**config.mk**
```make
export PLATFORM = sky130hd
export DESIGN_NAME = mic_ctrl
export DESIGN_NICKNAME = d
export VERILOG_FILES = /design/src/rtl/mic_pkg.sv /design/src/rtl/mic_ctrl.sv
export SDC_FILE = /design/constraint.sdc
export NUM_CORES = 1
export LEC_CHECK = 0
export BUFFER_PORTS_ARGS = -buffer_cell sky130_fd_sc_hd__buf_2
export CORE_AREA = 2 2 39 41
export DETAILED_ROUTE_END_ITERATION = 12
export DIE_AREA = 0 0 41 43
export SLEW_MARGIN = 20
export SYNTH_ARGS = -nofsm -noshare
export SYNTH_HDL_FRONTEND = slang
export SYNTH_SLANG_ARGS = --single-unit
```
**constraint.sdc**
```tcl
create_clock -name clk -period 2.24 [get_ports clk]
set_input_delay 0.672 -clock clk [delete_from_list [all_inputs] [get_ports clk]]
set_output_delay 0.672 -clock clk [all_outputs]
set_load 0.02 [all_outputs]
```
**src/rtl/mic_pkg.sv**
```systemverilog
// Shared types and constants for the Mandelbrot checksum core.
// No dependencies; every other file imports this package.
`timescale 1ns / 1ps

package mic_pkg;

  // Defaults for the top-level parameters
  localparam int DEF_MAX_DIM    = 256;
  localparam int DEF_ITER_LIMIT = 1023;

  // Decimal fixed point
  localparam int FX_SCALE   = 1000000;
  localparam int CX_OFFSET  = 25 * FX_SCALE / 10;
  localparam int SCALE_MUL  = 35;
  localparam int SCALE_DIV  = 10;
  // 35/10 reduces to 7/2, so the column scale is a multiply and a shift
  localparam int SCALE_GCD   = 5;
  localparam int SCALE_NUM   = SCALE_MUL / SCALE_GCD;
  localparam int SCALE_SHIFT = $clog2(SCALE_DIV / SCALE_GCD);
  localparam logic [47:0] ESC_BOUND = 48'd4000000000000;

  // Division by FX_SCALE: drop its 2^6 factor, multiply by
  // ceil(2^50 / 15625) and keep bits 50 and up; exact below 2^36
  localparam int RCP_PRE    = 6;
  localparam int RCP_SHIFT  = 50;
  localparam int RCP_MUL_W  = 37;
  localparam logic [RCP_MUL_W-1:0] RCP_MUL = 37'd72057594038;
  localparam int RCP_DIG_W  = 12;   // multiplier digit, one per cycle
  localparam int RCP_DIGITS = 3;

  // Datapath widths
  localparam int COORD_W = 24;   // signed orbit and pixel constants
  localparam int NUM_W   = 43;   // dividend magnitude
  localparam int DEN_W   = 20;   // divisor
  localparam int QUO_W   = 22;   // quotient bits, one per divider step
  localparam int CHK_W   = 26;

  // Configuration port
  localparam int CFG_IDX_W  = 2;
  localparam int CFG_DATA_W = 10;
  localparam int DIM_CFG_W  = 9;
  localparam int ITER_CFG_W = 10;

  typedef enum logic [CFG_IDX_W-1:0] {
    CFG_WIDTH    = 2'd0,
    CFG_HEIGHT   = 2'd1,
    CFG_MAX_ITER = 2'd2
  } cfg_idx_t;

  typedef enum logic [2:0] {
    ST_IDLE,
    ST_PIXEL,
    ST_COORD,
    ST_MUL,
    ST_TEST,
    ST_DIV,
    ST_EMIT
  } state_t;

  // Controller to datapath
  typedef struct packed {
    logic clear_sum;
    logic div_coord;
    logic load_cy;
    logic load_cx;
    logic mul;
    logic div_iter;
    logic update;
    logic accum;
    logic next_pixel;
    logic emit;
  } ctrl_cmd_t;

  // Datapath to controller
  typedef struct packed {
    logic div_done;
    logic rcp_done;
    logic cont;
    logic last_pixel;
    logic out_full;
  } ctrl_sts_t;

endpackage

```
**src/rtl/mic_ctrl.sv**
```systemverilog
// Controller state machine sequencing pixels and escape-time iterations.
// Depends on mic_pkg for the state, command and status types.
`timescale 1ns / 1ps

module mic_ctrl import mic_pkg::*; (
  input  logic      clk,
  input  logic      rst_n,
  input  logic      in_valid,
  input  logic      in_start_req,
  output logic      in_stall,
  input  ctrl_sts_t sts,
  output ctrl_cmd_t cmd
);

  state_t state_r, state_nxt;

  // state register
  always_ff @(posedge clk) begin
    if (!rst_n) state_r <= ST_IDLE;
    else        state_r <= state_nxt;
  end

  // next state and commands
  always_comb begin
    state_nxt = state_r;
    cmd       = '0;
    in_stall  = 1'b1;
    case (state_r)
      ST_IDLE: begin
        in_stall = 1'b0;
        if (in_valid && in_start_req) begin
          cmd.clear_sum = 1'b1;
          state_nxt     = ST_PIXEL;
        end
      end
      ST_PIXEL: begin
        cmd.div_coord = 1'b1;
        state_nxt     = ST_COORD;
      end
      ST_COORD: begin
        if (sts.div_done) begin
          cmd.load_cy = 1'b1;
          cmd.load_cx = 1'b1;
          state_nxt   = ST_MUL;
        end
      end
      ST_MUL: begin
        cmd.mul   = 1'b1;
        state_nxt = ST_TEST;
      end
      ST_TEST: begin
        if (sts.cont) begin
          cmd.div_iter = 1'b1;
          state_nxt    = ST_DIV;
        end else begin
          cmd.accum = 1'b1;
          if (sts.last_pixel) begin
            state_nxt = ST_EMIT;
          end else begin
            cmd.next_pixel = 1'b1;
            state_nxt      = ST_PIXEL;
          end
        end
      end
      ST_DIV: begin
        if (sts.rcp_done) begin
          cmd.update = 1'b1;
          state_nxt  = ST_MUL;
        end
      end
      ST_EMIT: begin
        if (!sts.out_full) begin
          cmd.emit  = 1'b1;
          state_nxt = ST_IDLE;
        end
      end
      default: state_nxt = ST_IDLE;
    endcase
  end

endmodule

```
==> run summary, run 1 <==
The number of violations of the max-capacitance limit was 0; the number of buffers inserted by post-CTS setup repair was 0. The register with the highest flop count is state_r. The total count of max-transition violations in the final report was 0; the maximum operating frequency was 468 MHz.

The via count of the first global-routing pass came out at 326. The type of the most critical hold path is reg2reg. For the worst supply voltage drop on vdd, the log shows 443 uV. The run finished with clean final reports. The data arrival at the endpoint of the critical path is 1460 ps, and the flip-flop count of the largest register after layout is 3.

The die extent in x is 41 um, and the number of buffers between clock root and the deepest sink is 2. Once detail routing completed, the nets flagged for antenna violations numbered 0. The post-layout minimum cycle time is 2140 ps, and the basic-gate share of the synthesized area counting and, or, nand and nor cells is 0.579.

In this run the worst path has a maximum fanout of 11. The library cells used most frequently in the layout, excluding fill and tap cells, are buf_2, nor2_1, nand2_1. The analysis attributes to cell leakage a power of 0.234 nW. In this run the power density over the cells is 1270 nW/um^2. The critical path in this run is classified as reg2out. During I/O placement, the number of pins put on the boundary was 20. After detailed routing, the number of remaining DRC violations is 0.

Counting every net in the synthesized netlist gives 56. The switching part of the total is 0.471, and the sum of negative setup slack is 0 ps. The tools report the clock root buffer master as clkbuf_4. The count of state elements after synthesis was 3; the mux cell area share after synthesis was 0.

Total overflow reported by the global router: 0. The run gives 0 as the final-report hold violation count. The fraction of the cycle the final worst path needs is 0.954, and the number of nets in the layout is 78. In the final layout, the registers with the most flip-flops are state_r: 3 flops. The combined global-route utilization of all metal layers is 0.118. The parity-gate share of the synthesized area counting xor and xnor cells is 0, and the pin count of the biggest net entering global routing is 12. The clock-pin transition on the worst setup and hold timing paths works out to 50 ps. Setup repair after global routing left no endpoint under its margin. The tools report the kind of launch point of the worst setup path as a register.

For the total non-filler cell area in the finished layout, the log shows 494 sq um. The routed design has 889 um of wire. At the pin with the least slew margin, the transition time is 391 ps. The post-detailed-route via-to-cell ratio came out at 4.82.

The insertion delay of the later-clocked pin in the worst-skew pair came out at 250 ps. The tools report the full die area as 1760 sq um. The synthesized instance count is 47, and the worst endpoint required time is 1570 ps. Hold repair after CTS inserted 0 buffers. For the final database, setup skew stands at 10.2 ps. The share of the synthesized area in compound gates (AO/OA/AOI/OAI) came out at 0.171.

The initial antenna violation count is 0, and the area growth from synthesis to final layout is 35.3%. Fill cells in the final layout number 158. The share of post-route cells with drive strength above 1 is 0.471, and the global placement routability congestion is 0.729. Setup violations remaining at the end of the flow were counted as 0.

The first global-routing pass estimated 1.34 mm of wire. STA classifies the critical path endpoint as a primary output. By area, the combinational part of the netlist is dominated by simple AND/OR/NAND/NOR gates. Number of synthesis warnings: 0. Once placement finished, the instance area stood at 468 sq um. The worst slew slack as a fraction of its limit came out at 0.739.

The core box area is 1380 sq um. The total standard cell area after synthesis is 365 sq um. Averaged over all synthesized cells, the footprint is 7.77 sq um. Across the whole layout, storage elements account for 60.1 sq um.

The diode insertion count for antenna repair is 0. Summing all multi-input logic gate instances after layout gives 274 sq um. Once detailed placement completed, the half-perimeter wirelength came to 671 um. The number of distinct library cells after synthesis was 32; the number of buffers added on ports was 19. The initial cell density of the core is 0.264. The logic gate share of total power was 0.635; the slack of the worst reg-to-reg path was 830 ps. The clock share of power was 0.169; the sequential fraction of design power was 0.196.

The run gives 8 as the violation count after the first detailed-route iteration. CTS saw 3 sinks. The library cell used most frequently in the layout, excluding fill and tap cells, is buf_2.

The vertical die dimension is 43 um. Clock tree synthesis inserted a total of 3 buffers. TritonCTS built the clock tree.

The site row count was 14; the length of the first detailed-routing pass in iterations was 4. For the proportion of synthesized chip area in sequential cells, the log shows 0.164. The detailed router placed 405 vias in this run. The area share of fa/ha/maj cells after synthesis was 0; the post-cts gate resize count was 0.

After detailed routing, the average wire length per cell comes to 10.6 um. For this design the total switching power over the nets is 0.295 mW. Internal power comes to 0.331 mW. H-tree depth: 1.
-- metrics by stage --
stage	utilization	hold slack (ps)	cells	power, mW	setup WS (ps)
after floorplan	-	570	47	0.437	194
final	0.357	678	84	0.625	103
after global routing	0.357	707	84	0.678	2.75
after CTS	0.357	682	84	0.630	86.5
after global placement	0.338	651	80	0.522	369
after detailed placement	0.338	701	80	0.521	350
-- worst paths after layout --
path                                 start  cells past startpoint    endpoint
worst max-delay path            state_r[0]                      3      cmd[1]
worst min-delay path            state_r[1]                      3  state_r[1]
worst max register to register  state_r[1]                      5  state_r[1]
worst min register to register  state_r[1]                      3  state_r[1]
-- per-layer routing --
metal,GRT usage,vias to the layer above,wire length [um]
li1,-,209,-
met1,0.138,171,388
met2,0.159,23,382
met3,0.0471,2,100
met4,0.100,0,17
met5,0,-,0
-- power groups by stage --
stage,clock network [mW],registers [mW],logic (mW)
2_1_floorplan,0,0.0907,0.346
3_3_place_gp,0,0.122,0.400
3_5_place_dp,0,0.126,0.395
4_1_cts,0.109,0.123,0.397
5_1_grt,0.117,0.130,0.431
6_report,0.105,0.123,0.397
-- synthesized netlist by cell type (all sizes together) --
library cell | n | share of area
nor2 | 6 | 0.082
nand2 | 4 | 0.041
nor2b | 4 | 0.075
buf | 3 | 0.065
dfxtp | 3 | 0.16
nor3 | 3 | 0.055
a21oi | 2 | 0.038
nor4bb | 2 | 0.055
o21ai | 2 | 0.027
or3 | 2 | 0.034
a211oi | 1 | 0.021
a21boi | 1 | 0.021
a22oi | 1 | 0.021
a311oi | 1 | 0.024
and2 | 1 | 0.017
and2b | 1 | 0.027
and3 | 1 | 0.017
clkbuf | 1 | 0.010
inv | 1 | 0.010
nand2b | 1 | 0.017
nand4b | 1 | 0.024
nor3b | 1 | 0.021
nor4b | 1 | 0.065
o211ai | 1 | 0.021
or2 | 1 | 0.017
or3b | 1 | 0.031
-- worst max-delay path, stage by stage (launching register included) --
cell and delay [ps]:
dfxtp_1 420, or3b_4 480, nor3_1 130, buf_2 190
-- kinds of logic (layout without fill, tap and decap cells) --
kind of cell           count (synthesis)  in the layout
AOI/OAI and AO/OA                      9              9
DFF                                    3              3
and+or+nand+nor                       30             30
buffers and inverters                  5             26
-- final cells by class --
class | instances | area share
clock buffers | 4 | 0.0532
inverters | 1 | 0.00759
multi-input cells | 39 | 0.554
flip-flops and latches | 3 | 0.122
well taps | 16 | 0.0405
repair buffers | 21 | 0.223
(Power assumes the default switching activity.)
==> run 2: changes to the inputs <==
- REMOVE_ABC_BUFFERS: not set -> 1
==> run 2 against run 1 <==
Final cell count down 1.2%. Maximum frequency grew 1.2%. Hold slack gained 23 ps. Highest routed layer unchanged. Largest cell class unchanged.
==> run summary, run 2 (synthesis results as in run 1) <==
The logic gate share of total power is 0.643 (was 0.635). The tools report the number of buffers inserted by post-CTS setup repair as 0 (unchanged). The final-report hold violation count is 0 (unchanged), and the post-layout minimum cycle time is 2110 ps (was 2140 ps). Ratio of total power to cell area: 1240 nW/um^2 (was 1270 nW/um^2).

The initial antenna violation count is 0 (unchanged), and the worst supply voltage drop on vdd is 364 uV (was 443 uV). Most used cells in the layout excluding fill and tap cells: buf_2, nor2_1, nand2_1 (unchanged). The actual transition at the worst max-transition pin was 393 ps (was 391 ps); the hold buffer count at CTS was 0 (unchanged).

The run gives 230 ps (was 250 ps) as the insertion delay of the later-clocked pin in the worst-skew pair. The worst slew slack as a fraction of its limit is 0.737 (was 0.739), and the site row count is 14 (unchanged). Setup repair after global routing left no endpoint under its margin.

The tools report the number of buffers created by CTS as 3 (unchanged). Kind of launch point of the worst setup path: a register (unchanged). Largest regs: state_r: 3 flops (unchanged). For the diode insertion count for antenna repair, the log shows 0 (unchanged).

The maximum clock skew at final layout was 0.0662 ps (was 10.2 ps); the sum of negative setup slack was 0 ps (unchanged). The data arrival at the endpoint of the critical path was 1440 ps (was 1460 ps). The capturing element type of the critical path was a primary output (unchanged). For the total non-filler cell area in the finished layout, the log shows 487 sq um (was 494 sq um). The sum of routed wire length over all layers is 821 um (was 889 um).

The run gives 1.22 mm (was 1.34 mm) as the wire length of the first global-routing pass. Average wire per standard cell: 9.89 um (was 10.6 um). The number of buffers added on ports was 19 (unchanged).

The run gives 0.323 mW (was 0.331 mW) as the cell-internal power. The flip-flop count of the largest register after layout is 3 (unchanged), and the number of nets in the layout is 77 (was 78). Most frequent standard cell in the layout excluding fill and tap cells: buf_2 (unchanged). For the total net switching power, the log shows 0.282 mW (was 0.295 mW).

For the length of the first detailed-routing pass in iterations, the log shows 2 (was 4). The total half-perimeter wirelength after legalization and detailed placement was 607 um (was 671 um); the clock share of power was 0.158 (was 0.169). The logs give 0.228 nW (was 0.234 nW) for the cell leakage power and 0.199 (was 0.196) for the sequential fraction of design power. The register with the highest flop count is state_r (unchanged). For the initial cell density of the core, the log shows 0.264 (unchanged). The instance area at placement was 460 sq um (was 468 sq um); the fraction of the cycle the final worst path needs was 0.942 (was 0.954).

Number of buffers between clock root and the deepest sink: 2 (unchanged). The worst endpoint required time was 1570 ps (about the same); the number of antenna-violating nets in the routed design was 0 (unchanged). The logs give 0 (unchanged) for the DRC violation count after routing and 3 (was 8) for the violation count after the first detailed-route iteration.

The vertical die dimension came out at 43 um (unchanged). The pin count of the biggest net entering global routing came out at 16 (was 12). The switching part of the total came out at 0.466 (was 0.471).

The post-cts gate resize count was 0 (unchanged). The global placement routability congestion came out at 0.802 (was 0.729). The type of the setup path with the least slack was reg2out (unchanged). The logs give 0 (unchanged) for the total count of max-transition violations in the final report and 0 (unchanged) for the total of endpoints with negative setup slack in the final report. Via count: 388 (was 405).

The die extent in x is 41 um (unchanged). The tools report the number of violations of the max-capacitance limit as 0 (unchanged). The run gives 0 (unchanged) as the total overflow reported by the global router. For the via count of the first global-routing pass, the log shows 312 (was 326). For the placed instance count, the log shows 79 (was 80).

The cell with the largest stage delay on the worst path is or3b_4 (unchanged). The post-detailed-route via-to-cell ratio is 4.67 (was 4.82), and the core box area is 1380 sq um (unchanged). The depth of the worst hold-timing path was 3 (unchanged). The critical-path maximum fanout is 11 (unchanged), and the number of placed I/O pins is 20 (unchanged). The logic depth of the worst register-to-register path was 5 (unchanged). The clock-pin transition on the worst setup and hold timing paths was 40 ps (was 50 ps); the combined global-route utilization of all metal layers was 0.103 (was 0.118). Area growth from synthesis to final layout: 33.2% (was 35.3%). For the count of clock tree sinks, the log shows 3 (unchanged). The maximum single-stage delay on the critical path is 480 ps (about the same), and the post-route worst hold slack is 701 ps (was 678 ps).

Type of the most critical hold path: in2reg (was reg2reg). The final non-filler cell total came out at 83 (was 84). The share of post-route cells with drive strength above 1 came out at 0.463 (was 0.471). The clock root buffer master is clkbuf_4 (unchanged). The run gives 1760 sq um (unchanged) as the full die area. TritonCTS built the clock tree. The run gives 1 (unchanged) as the H-tree depth. The run gives 474 MHz (was 468 MHz) as the maximum operating frequency. Cells traversed along the worst timing path: or3b_4 -> nor3_1 -> buf_2 (unchanged). The run finished with clean final reports.
-- run 2: worst paths after layout --
check | to | startpoint | slack, ps
min | state_r[1] | rst_n | 700
max reg2reg | state_r[1] | state_r[2] | 860
max | cmd[1] | state_r[0] | 130
min reg2reg | state_r[0] | state_r[2] | 750
-- run 2: critical path: cells and delay by family (launching register included) --
family / cells / cell delay [ps]
and+or+nand+nor: 2 / 610
DFF: 1 / 410
buffers and inverters: 1 / 190
-- run 2: power groups by stage --
stage | Sequential (mW) | Clock [mW] | Combinational (mW)
2_1_floorplan | 0.123 | 0 | 0.282
3_3_place_gp | 0.120 | 0 | 0.391
3_5_place_dp | 0.121 | 0 | 0.390
4_1_cts | 0.121 | 0.101 | 0.392
5_1_grt | 0.126 | 0.104 | 0.428
6_report | 0.120 | 0.0956 | 0.389
-- run 2: through the flow --
step                       util  power, mW  setup slack (ps)
after CTS                 0.352      0.614               111
after detailed placement  0.333      0.511               351
after floorplan               -      0.405               194
final                     0.352      0.605               129
after global placement    0.333      0.512               363
after global routing      0.352      0.659              38.0
-- run 2: metal layers --
metal	vias up	track usage	part of all wire
li1	212	-	-
met1	156	0.141	0.47
met2	18	0.134	0.41
met3	2	0.0209	0.10
met4	0	0.0800	0.015
met5	-	0	0
-- run 2: cell type report --
| class | count | area, sq um |
|---|---|---|
| fillers | 156 | 897 |
| multi-input cells | 39 | 274 |
| repair buffers | 20 | 103 |
| flip-flops and latches | 3 | 60.1 |
| clock buffers | 4 | 26.3 |
| well taps | 16 | 20.0 |
| inverters | 1 | 3.75 |
==> run 3: changes to the inputs <==
- MAX_ROUTING_LAYER: not set -> met4
- clock period: 2.24 -> 2.55 ns (I/O delays scaled with it)
==> run 3 against run 2 <==
Global-route usage is 0.56 points higher. Sequential share of layout area stayed put. Total power is 12% lower. Via count unchanged. Largest cell class unchanged. Critical endpoint unchanged. Combinational power down 12%. Die area stayed put. Setup slack improved by 210 ps.
==> run summary, run 3 (synthesis results as in run 1) <==
The run finished with clean final reports. The tools report the number of antenna-violating nets in the routed design as 0 (unchanged). The final-report hold violation count was 0 (unchanged). Flip-flop count of the largest register after layout: 3 (unchanged). Most frequent standard cell in the layout excluding fill and tap cells: buf_2 (unchanged). The total of endpoints with negative setup slack in the final report is 0 (unchanged). The logs give 1 (unchanged) for the H-tree depth and 342 ps (was 129 ps) for the worst path setup slack after routing. The run gives 240 ps (was 230 ps) as the insertion delay of the later-clocked pin in the worst-skew pair. Initial antenna violation count: 0 (unchanged). TritonCTS built the clock tree.

The data arrival at the endpoint of the critical path is 1440 ps (about the same), and the actual transition at the worst max-transition pin is 393 ps (about the same). The hold buffer count at CTS was 0 (unchanged). The logic depth of the worst register-to-register path works out to 5 (unchanged). The tools report the number of buffers between clock root and the deepest sink as 2 (unchanged).

Initial cell density of the core: 0.264 (unchanged). The tools report the post-placement setup slack as 475 ps (was 351 ps). Total count of max-transition violations in the final report: 0 (unchanged). Utilization after layout: 0.352 (unchanged). The DRC violation count after routing was 0 (unchanged); the total overflow reported by the global router was 0 (unchanged). Area growth from synthesis to final layout: 33.2% (unchanged).

The type of the most critical hold path was reg2reg (was in2reg). The full die area was 1760 sq um (unchanged). The number of nets in the layout is 77 (unchanged). The layer with the highest usage is met1 (unchanged). For the cell leakage power, the log shows 0.228 nW (unchanged).

The routing usage on met2 was 0.134 (unchanged). The tools report the multi-input gate area in the final layout as 274 sq um (unchanged). The capturing element type of the critical path is a primary output (unchanged). The filler cell count was 156 (unchanged). The core box area was 1380 sq um (unchanged). For the wire length of the first global-routing pass, the log shows 1.24 mm (was 1.22 mm). The tools report the startpoint of the worst-slack reg-to-reg timing path as state_r[2] (unchanged). The tools report the diode insertion count for antenna repair as 0 (unchanged).

Post-route worst hold slack: 746 ps (was 701 ps). The tools report the reg-to-reg critical path endpoint as state_r[1] (unchanged). The number of buffers added on ports was 19 (unchanged); the post-layout minimum cycle time was 2210 ps. The origin of the worst setup path is state_r[0] (unchanged). The post-detailed-route via-to-cell ratio was 4.67 (unchanged); the global placement routability congestion was 0.814 (was 0.802). The met1 track utilization from global routing is 0.144 (was 0.141), and the worst slew slack as a fraction of its limit is 0.737 (about the same). The number of placed I/O pins was 20 (unchanged). Vertical die dimension: 43 um (unchanged). The run gives 1170 ps (was 860 ps) as the slack of the worst reg-to-reg path.

Ratio of total power to cell area: 1090 nW/um^2 (was 1240 nW/um^2). The tools report the length of the first detailed-routing pass in iterations as 2 (unchanged). The kind of launch point of the worst setup path was a register (unchanged).

The average wire per standard cell is 9.89 um (unchanged), and the pin count of the biggest net entering global routing is 16 (unchanged). For the number of violations of the max-capacitance limit, the log shows 0 (unchanged). The number of buffers inserted by post-CTS setup repair is 0 (unchanged).

The total half-perimeter wirelength after legalization and detailed placement was 607 um (unchanged); the share of post-route cells with drive strength above 1 was 0.463 (unchanged). The die extent in x is 41 um (unchanged), and the critical-path maximum fanout is 11 (unchanged). The worst supply voltage drop on vdd was 320 uV (was 364 uV). The post-cts gate resize count is 0 (unchanged). The logs give 388 (unchanged) for the via count and 3 (unchanged) for the number of buffers created by CTS. The area taken by flip-flops and latches was 60.1 sq um (unchanged). Most used cells in the layout excluding fill and tap cells: buf_2, nor2_1, nand2_1 (unchanged). The run gives 1790 ps (was 1570 ps) as the worst endpoint required time. The critical hold path startpoint is state_r[2] (was rst_n). The run gives 0 ps (unchanged) as the sum of negative setup slack.

The clock-pin transition on the worst setup and hold timing paths works out to 40 ps (about the same). The run gives 304 (was 312) as the via count of the first global-routing pass. The count of clock tree sinks came out at 3 (unchanged).

Clock root buffer master: clkbuf_4 (unchanged). The type of the setup path with the least slack is reg2out (unchanged). The site row count came out at 14 (unchanged). End point of the critical path: cmd[1] (unchanged). The maximum clock skew at final layout came out at 0.0722 ps (was 0.0662 ps). The run gives 3 (unchanged) as the violation count after the first detailed-route iteration. The combined global-route utilization of all metal layers is 0.109 (was 0.103), and the global-route track usage on met3 is 0.0314 (was 0.0209).

The fraction of the cycle the final worst path needs is 0.866. The register with the highest flop count is state_r (unchanged). Largest regs: state_r: 3 flops (unchanged). The sum of routed wire length over all layers is 821 um (unchanged), and the maximum operating frequency is 453 MHz. Setup repair after global routing left no endpoint under its margin.
==> run 3: metal layers <==
layer | vias to the layer above | wire (um)
li1 | 212 | -
met3 | 2 | 82
met5 | - | 0
met1 | 156 | 385
met2 | 18 | 338
met4 | 0 | 14
==> run 3: cell type report <==
cell class,instances,share of cell area
Inverter,1,0.00771
Sequential cell,3,0.123
Timing Repair Buffer,20,0.211
Multi-Input combinational cell,39,0.563
Tap cell,16,0.0411
Clock buffer,4,0.0540
==> run 3: worst min-delay path by stage <==
stage / depth (start not counted) / slack, ps / endpoint
CTS: 4 / 750 / state_r[0]
global placement: 4 / 730 / state_r[0]
detailed placement: 4 / 730 / state_r[0]
finish: 4 / 750 / state_r[0]
floorplan: 3 / 640 / state_r[0]
global route: 4 / 780 / state_r[0]
==> run 3: metrics by stage <==
step | cells | power, mW | cell area, sq um
finish | 83 | 0.532 | 487
global route | 83 | 0.581 | 487
CTS | 83 | 0.539 | 487
detailed placement | 79 | 0.449 | 460
global placement | 79 | 0.450 | 460
floorplan | 43 | 0.356 | 338
==> run 3: worst max-delay path: stages, from the launching register on <==
cell	delay, ps
dfxtp_1	410
or3b_4	480
nor3_1	130
buf_2	190
==> run 3: report_power, final <==
| group | total, mW | leakage (nW) | switching, mW | internal [mW] |
|---|---|---|---|---|
| clock | 0.0846 | 0.0150 | 0.0259 | 0.0587 |
| sequential | 0.106 | 0.0247 | 0.0389 | 0.0667 |
| combinational | 0.342 | 0.189 | 0.183 | 0.158 |
